### src/hw/rtl/mqsr_pkg.sv
`timescale 1ns / 1ps

package mqsr_pkg;

  localparam int NUM_BOXES   = 8;
  localparam int DEPTH       = 16;
  localparam int HANDLE_BITS = 16;

  // Field widths fixed by the interface.
  localparam int OP_W     = 2;
  localparam int BOXIN_W  = 3;
  localparam int SND_W    = 3;
  localparam int HDLIN_W  = 16;
  localparam int STAT_W   = 2;

  // Widths that follow from the sizes above.
  localparam int BOX_W  = (NUM_BOXES > 1) ? $clog2(NUM_BOXES) : 1;
  localparam int POS_W  = $clog2(DEPTH);
  localparam int FILL_W = $clog2(DEPTH + 1);
  localparam int SLOTS  = NUM_BOXES * DEPTH;
  localparam int ADDR_W = $clog2(SLOTS);

  localparam logic [OP_W-1:0] OP_ENQ      = 2'd0;
  localparam logic [OP_W-1:0] OP_DEQ_ANY  = 2'd1;
  localparam logic [OP_W-1:0] OP_DEQ_FROM = 2'd2;

  localparam logic [STAT_W-1:0] ST_DONE = 2'd0;
  localparam logic [STAT_W-1:0] ST_NONE = 2'd1;
  localparam logic [STAT_W-1:0] ST_FULL = 2'd2;

  typedef struct packed {
    logic [SND_W-1:0]       sender;
    logic [HANDLE_BITS-1:0] handle;
  } slot_t;

  function automatic logic [ADDR_W-1:0] slot_addr(input logic [BOX_W-1:0] b,
                                                  input logic [POS_W-1:0] p);
    slot_addr = ADDR_W'(b) * ADDR_W'(DEPTH) + ADDR_W'(p);
  endfunction

endpackage

### src/hw/rtl/mailbox_queue_selective_receive.sv
`timescale 1ns / 1ps

// Mailbox store: one bounded FIFO of message handles per destination box.
// Input channel (in_valid/in_stall) carries one command beat: enqueue, dequeue
// the head, or dequeue the oldest entry from a given sender. Every command
// gives exactly one result beat on the output channel (out_valid/out_stall)
// with a status, the removed handle and sender, and whether the box is empty.
// Entries live in a single-port-write, single-port-read slot memory; each box
// owns DEPTH consecutive slots with its head in the first one.
// An enqueue writes the tail slot in S_ENQ unless the box is full, then moves
// to S_FIN. A dequeue walks the box one slot per cycle through the memory read
// port in S_WALK, and after a match the same walk writes each later entry one
// slot down. A new command is taken only once the previous one has reached the
// output register.
// The output register holds a result while out_stall is high; the next
// command may be accepted and worked on meanwhile, and waits before its own
// result is loaded. Reset clears the fill counts and the control state; the
// slot memory is not cleared, as it is only read below each fill count.
module mailbox_queue_selective_receive
  import mqsr_pkg::*;
(
  input  logic               clk,
  input  logic               rst_n,
  input  logic               in_valid,
  output logic               in_stall,
  input  logic [OP_W-1:0]    in_opcode,
  input  logic [BOXIN_W-1:0] in_box,
  input  logic [SND_W-1:0]   in_msg_sender,
  input  logic [HDLIN_W-1:0] in_msg_handle,
  input  logic [SND_W-1:0]   in_want_sender,
  output logic               out_valid,
  input  logic               out_stall,
  output logic [STAT_W-1:0]  out_status,
  output logic [HDLIN_W-1:0] out_got_handle,
  output logic [SND_W-1:0]   out_got_sender,
  output logic               out_now_empty
);

  localparam logic [1:0] S_IDLE = 2'd0;
  localparam logic [1:0] S_ENQ  = 2'd1;
  localparam logic [1:0] S_WALK = 2'd2;
  localparam logic [1:0] S_FIN  = 2'd3;

  logic [1:0]             state_r, state_nxt;
  logic [FILL_W-1:0]      fill_r [NUM_BOXES];
  slot_t                  mem [SLOTS];
  slot_t                  rd_data_r;

  logic [OP_W-1:0]        op_r;
  logic [BOX_W-1:0]       box_r;
  logic [SND_W-1:0]       want_r;
  slot_t                  new_slot_r;
  logic [FILL_W-1:0]      n_r;
  logic [FILL_W-1:0]      rd_pos_r;
  logic [POS_W-1:0]       dpos_r;
  logic                   dvalid_r;
  logic                   found_r;
  logic [STAT_W-1:0]      res_status_r;
  logic [HANDLE_BITS-1:0] gh_r;
  logic [SND_W-1:0]       gs_r;

  logic [STAT_W-1:0]      out_status_r;
  logic [HDLIN_W-1:0]     out_got_handle_r;
  logic [SND_W-1:0]       out_got_sender_r;
  logic                   out_now_empty_r;
  logic                   out_valid_r;

  logic                   accept;
  logic [BOX_W-1:0]       box_sel;
  logic                   rd_en;
  logic                   match;
  logic                   walk_done;
  logic                   enq_ok;
  logic                   we;
  logic [ADDR_W-1:0]      waddr;
  slot_t                  wdata;
  logic                   out_free;

  assign in_stall = (state_r != S_IDLE);
  assign accept   = in_valid && !in_stall;
  assign box_sel  = BOX_W'(in_box % NUM_BOXES);

  assign rd_en     = (state_r == S_WALK) && (rd_pos_r < n_r);
  assign match     = (op_r == OP_DEQ_ANY) || (rd_data_r.sender == want_r);
  assign walk_done = (state_r == S_WALK) && !rd_en && !dvalid_r;
  assign enq_ok    = (n_r < FILL_W'(DEPTH));
  assign out_free  = !out_valid_r || !out_stall;

  // Either the enqueue write at the tail or one step of closing the gap.
  always_comb begin
    we    = 1'b0;
    waddr = slot_addr(box_r, n_r[POS_W-1:0]);
    wdata = new_slot_r;
    if (state_r == S_ENQ) begin
      we = enq_ok;
    end else if (state_r == S_WALK && dvalid_r && found_r) begin
      we    = 1'b1;
      waddr = slot_addr(box_r, dpos_r - POS_W'(1));
      wdata = rd_data_r;
    end
  end

  always_ff @(posedge clk) begin
    if (we) begin
      mem[waddr] <= wdata;
    end
    if (rd_en) begin
      rd_data_r <= mem[slot_addr(box_r, rd_pos_r[POS_W-1:0])];
    end
  end

  always_comb begin
    state_nxt = state_r;
    unique case (state_r)
      S_IDLE: begin
        if (accept) begin
          if (in_opcode == OP_ENQ) begin
            state_nxt = S_ENQ;
          end else if (in_opcode == OP_DEQ_ANY || in_opcode == OP_DEQ_FROM) begin
            state_nxt = S_WALK;
          end else begin
            state_nxt = S_FIN;
          end
        end
      end
      S_ENQ:   state_nxt = S_FIN;
      S_WALK:  if (walk_done) state_nxt = S_FIN;
      S_FIN:   if (out_free) state_nxt = S_IDLE;
      default: state_nxt = S_IDLE;
    endcase
  end

  always_ff @(posedge clk) begin
    if (!rst_n) begin
      state_r     <= S_IDLE;
      out_valid_r <= 1'b0;
      dvalid_r    <= 1'b0;
      for (int i = 0; i < NUM_BOXES; i++) begin
        fill_r[i] <= '0;
      end
    end else begin
      state_r  <= state_nxt;
      dvalid_r <= rd_en;
      if (state_r == S_ENQ && enq_ok) begin
        fill_r[box_r] <= n_r + FILL_W'(1);
      end else if (walk_done && found_r) begin
        fill_r[box_r] <= n_r - FILL_W'(1);
      end
      if (state_r == S_FIN && out_free) begin
        out_valid_r <= 1'b1;
      end else if (!out_stall) begin
        out_valid_r <= 1'b0;
      end
    end
  end

  always_ff @(posedge clk) begin
    if (accept) begin
      op_r              <= in_opcode;
      box_r             <= box_sel;
      want_r            <= in_want_sender;
      new_slot_r.sender <= in_msg_sender;
      new_slot_r.handle <= in_msg_handle[HANDLE_BITS-1:0];
      n_r               <= fill_r[box_sel];
      rd_pos_r          <= '0;
      found_r           <= 1'b0;
      res_status_r      <= ST_NONE;
      gh_r              <= '0;
      gs_r              <= '0;
    end
    if (state_r == S_ENQ) begin
      res_status_r <= enq_ok ? ST_DONE : ST_FULL;
    end
    if (rd_en) begin
      rd_pos_r <= rd_pos_r + FILL_W'(1);
      dpos_r   <= rd_pos_r[POS_W-1:0];
    end
    // The first match is taken out; every later entry then moves down a slot.
    if (state_r == S_WALK && dvalid_r && !found_r && match) begin
      found_r <= 1'b1;
      gh_r    <= rd_data_r.handle;
      gs_r    <= rd_data_r.sender;
    end
    if (walk_done && found_r) begin
      res_status_r <= ST_DONE;
    end
    if (state_r == S_FIN && out_free) begin
      out_status_r     <= res_status_r;
      out_got_handle_r <= HDLIN_W'(gh_r);
      out_got_sender_r <= gs_r;
      out_now_empty_r  <= (fill_r[box_r] == '0);
    end
  end

  assign out_valid      = out_valid_r;
  assign out_status     = out_status_r;
  assign out_got_handle = out_got_handle_r;
  assign out_got_sender = out_got_sender_r;
  assign out_now_empty  = out_now_empty_r;

endmodule

### config.mk
export PLATFORM = sky130hd
export DESIGN_NAME = mailbox_queue_selective_receive
export DESIGN_NICKNAME = d
export VERILOG_FILES = /design/src/hw/rtl/mqsr_pkg.sv /design/src/hw/rtl/mailbox_queue_selective_receive.sv
export SDC_FILE = /design/constraint.sdc
export NUM_CORES = 2
export LEC_CHECK = 0
export BUFFER_PORTS_ARGS = -buffer_cell sky130_fd_sc_hd__buf_2
export CORE_AREA = 2 2 538 540
export CTS_CLUSTER_DIAMETER = 50
export DETAILED_ROUTE_END_ITERATION = 6
export DIE_AREA = 0 0 540 542
export PLACE_DENSITY = 0.56
export SETUP_SLACK_MARGIN = 0.2
export SLEW_MARGIN = 10
export SYNTH_ARGS = -nofsm -noshare
export SYNTH_HDL_FRONTEND = slang
export SYNTH_SLANG_ARGS = --single-unit
### constraint.sdc
create_clock -name clk -period 4.17 [get_ports clk]
set_clock_uncertainty 0.2 [all_clocks]
set_input_delay 0.6255 -clock clk [delete_from_list [all_inputs] [get_ports clk]]
set_output_delay 0.6255 -clock clk [all_outputs]
set_load 0.02 [all_outputs]
==> key figures <==
Run status
  – Status: completed

Timing
  – Final setup violation count: 0
  – Slew Limit Fails: 0
  – Final hold violation count: 0
  – Setup TNS: 0 ns
  – Worst-Margin Slew: 0.9469 ns
  – Min cycle time layout: 3.861 ns
  – Max-slew headroom: 36.87%
  – PnR worst setup slack: slightly above 0.3 ns
  – RSZ-0062 raised after global routing: true
  – Period utilization: 92.59%
  – Max Clock Freq: 259.0 MHz

Floorplanning
  – Die area: ~300000 um2
  – Die height: 542 um
  – Core Region: 286900 um2
  – Initial core utilization: 34.80%
  – # rows: 197
  – # IOs: 55
  – Die width: 540 um

Global route
  – Largest net degree at the start of global routing: roughly 130
  – Global routing usage on met2: 27.54%
  – Grt ovf: 0
  – Met3 global-route usage: ~3%
  – Grt met1 use: 24.93%
  – GRT Util Overall: 17.52%
  – Vias in the first global route: roughly 50000
  – Initial antenna violation count: 13
  – Global-route wire length before repair: roughly 370000 um
  – Most Crowded Layer GR: met2

CTS
  – CTS tree: done
  – CTS Buf Count: 315
  – Skew-Pair Late Insertion Delay: 0.94 ns
  – Sinks on the clock net: between 2000 and 3000
  – Clock-pin slew on the worst setup and hold paths: approximately 0.060 ns
  – H-tree levels: 5
  – Max Buffers Root-to-Sink: 4
  – CTS Root Cell: clkbuf_16
  – Post-CTS Setup Repair Bufs: 0

Yosys
  – Seq/Total Area, Yosys: 77.58%
  – Most common cell in the netlist: edfxtp_1
  – Area contributors post-synth: edfxtp_1, mux4_2, mux2i_1
  – Yosys Warn Count: 0
  – Netlist cell types: 50
  – Yosys top cell by area: edfxtp_1
  – Seq cells post-synth: 2583
  – Syn Area/Cell: approximately 21 um2
  – Fraction of registers with async set/reset: 0%
  – Most frequent cells after synthesis: edfxtp_1, mux4_2, mux2i_1
  – Mapped Area: 99850 um2
  – Syn nets: 4777
  – Post-Syn Instances: 4730
  – Post-synth EDFFs: 2573
  – Main synth FF type: edfxtp_1
  – Synth top area share: 77.38%

Routing
  – Drt pass-1 iters: 6
  – DR DRC count: 0
  – Vias: 49449
  – Drt total wl: 260000 um
  – Detailed router's first-iteration violation count: 5297
  – DR WL/cell: 28.13 um
  – Via-per-instance ratio: 5.349
  – Antenna-violating nets left: 0

Cells and area
  – Nets: 5281
  – Share of post-route cells with drive strength above 1: a little under a third
  – Final Util: between 40 and 50%
  – Area Growth Syn to Fin: 17.67%
  – Fillers: 25221

Pwr
  – P per Cell Area: roughly 650 nW/um2
  – Max VDD drop: 0.0004620 V
  – Leakage power figure: 37.16 nW
  – Total power: 76.28 mW

Critical path
  – CP Capture Type: register
  – Critical path launch point: rd_pos_r[0]
  – Worst R2R Setup Slack: 0.31 ns
  – Reg-to-reg startpoint: rd_pos_r[0]
  – R2R depth: 9
  – CP Class: reg -> reg
  – Critical Path End: rd_data_r[10]
  – Max Fanout on Critical Path: 34
  – Crit path required time: 4.59 ns
  – Crit path arrival time: 4.28 ns
  – Startpoint types: register
  – Worst r2r dst: rd_data_r[10]

Place
  – Routability cong.: between 0.8 and 0.9
  – I/O Buffers: 54
  – Dpl ws: -0.05778 ns
  – Estimated wirelength of the detail-placed design: 154400 um

Worst hold path
  – Hold_sp: in_valid
  – Worst min path class: in -> reg

Run
  – Max Cap Viol: 0
[sequential cells by signal, summed over array words and instances (netlist names), 4 cells and up, named ones only]
name            flops
mem              2432
rd_pos_r            5
gh_r               16
fill_r             40
n_r                 5
new_slot_r         19
out_got_handle     16
rd_data_r          19
dpos_r              4
[report_power, final]
part           leakage [nW]  internal, mW  total (mW)  switching (mW)
Combinational          9.17          7.77        19.6            11.9
Clock                  4.69          15.1        25.6            10.5
Sequential             23.3          30.6        31.0           0.383
[cells by family after synthesis]
group                    after synthesis  synth area share, %
flip-flops                          2583                77.58
buffers and inverters                278                1.375
adder cells (fa/ha/maj)               16               0.2080
XOR/XNOR                              10              0.08771
multiplexers                        1007                16.08
AND/OR/NAND/NOR                      428                2.121
AO/OA/AOI/OAI                        408                2.546
[worst min path at each step]
stage	depth (start not counted)	slack, ns	endpoint
2_1_floorplan	0	0.20	out_got_handle[0]
3_3_place_gp	0	0.20	out_got_sender[1]
3_5_place_dp	0	0.20	out_got_handle[8]
4_1_cts	3	0.02	found_r
5_1_grt	3	0.08	found_r
6_report	3	0.08	found_r
[routing by layer]
metal / part of all wire [%] / vias up
met5: 0.0042 / -
met4: 2.9 / 2
met3: 6.9 / 390
met2: 47 / 1796
met1: 43 / 26442
li1: - / 20819
[critical path, stage by stage (launching register included)]
cell      delay, ns
edfxtp_1       0.51
buf_12         0.21
buf_12         0.30
buf_4          0.29
mux4_2         0.54
mux2i_1        0.32
o22ai_1        0.23
nor4_1         0.56
buf_4          0.22
nand4_1        0.12
[metrics by stage]
stage	std cells	cell area [um2]	hold slack (ns)
floorplan	4730	99850	0.2003
global placement	8670	107400	0.2016
detailed placement	8670	107400	0.2045
CTS	9239	117400	0.01778
global route	9242	117500	0.07976
finish	9245	117500	0.08302
[area by class of cell]
cell class	instances	area [um2]	area share, %
repair buffers	449	4044	3.442
inverters	16	60.06	0.05112
multi-input cells	1869	21460	18.27
flip-flops and latches	2583	77460	65.93
diodes	6	15.01	0.01278
clock buffers	373	8280	7.048
clock inverters	168	1435	1.221
well taps	3781	4731	4.026
[timing repair]
action	in CTS	in global routing
hold endpoints to repair	33	0
setup endpoints to repair	2	40
resized for setup	2	4
hold buffers	28	0
[cell usage in the layout, fill, tap and decap left out, types with 34 or more instances in the layout]
master,instances
a21oi_1,94
buf_12,59
buf_2,54
buf_4,308
clkbuf_1,49
clkbuf_16,323
clkinv_1,54
edfxtp_1,2573
mux2_2,218
mux2i_1,316
mux4_2,454
nor2_1,59
nor2_2,113
nor2b_1,34
nor3_1,34
nor4_1,60
o22ai_1,213
Power figures use the tool's default switching activity.
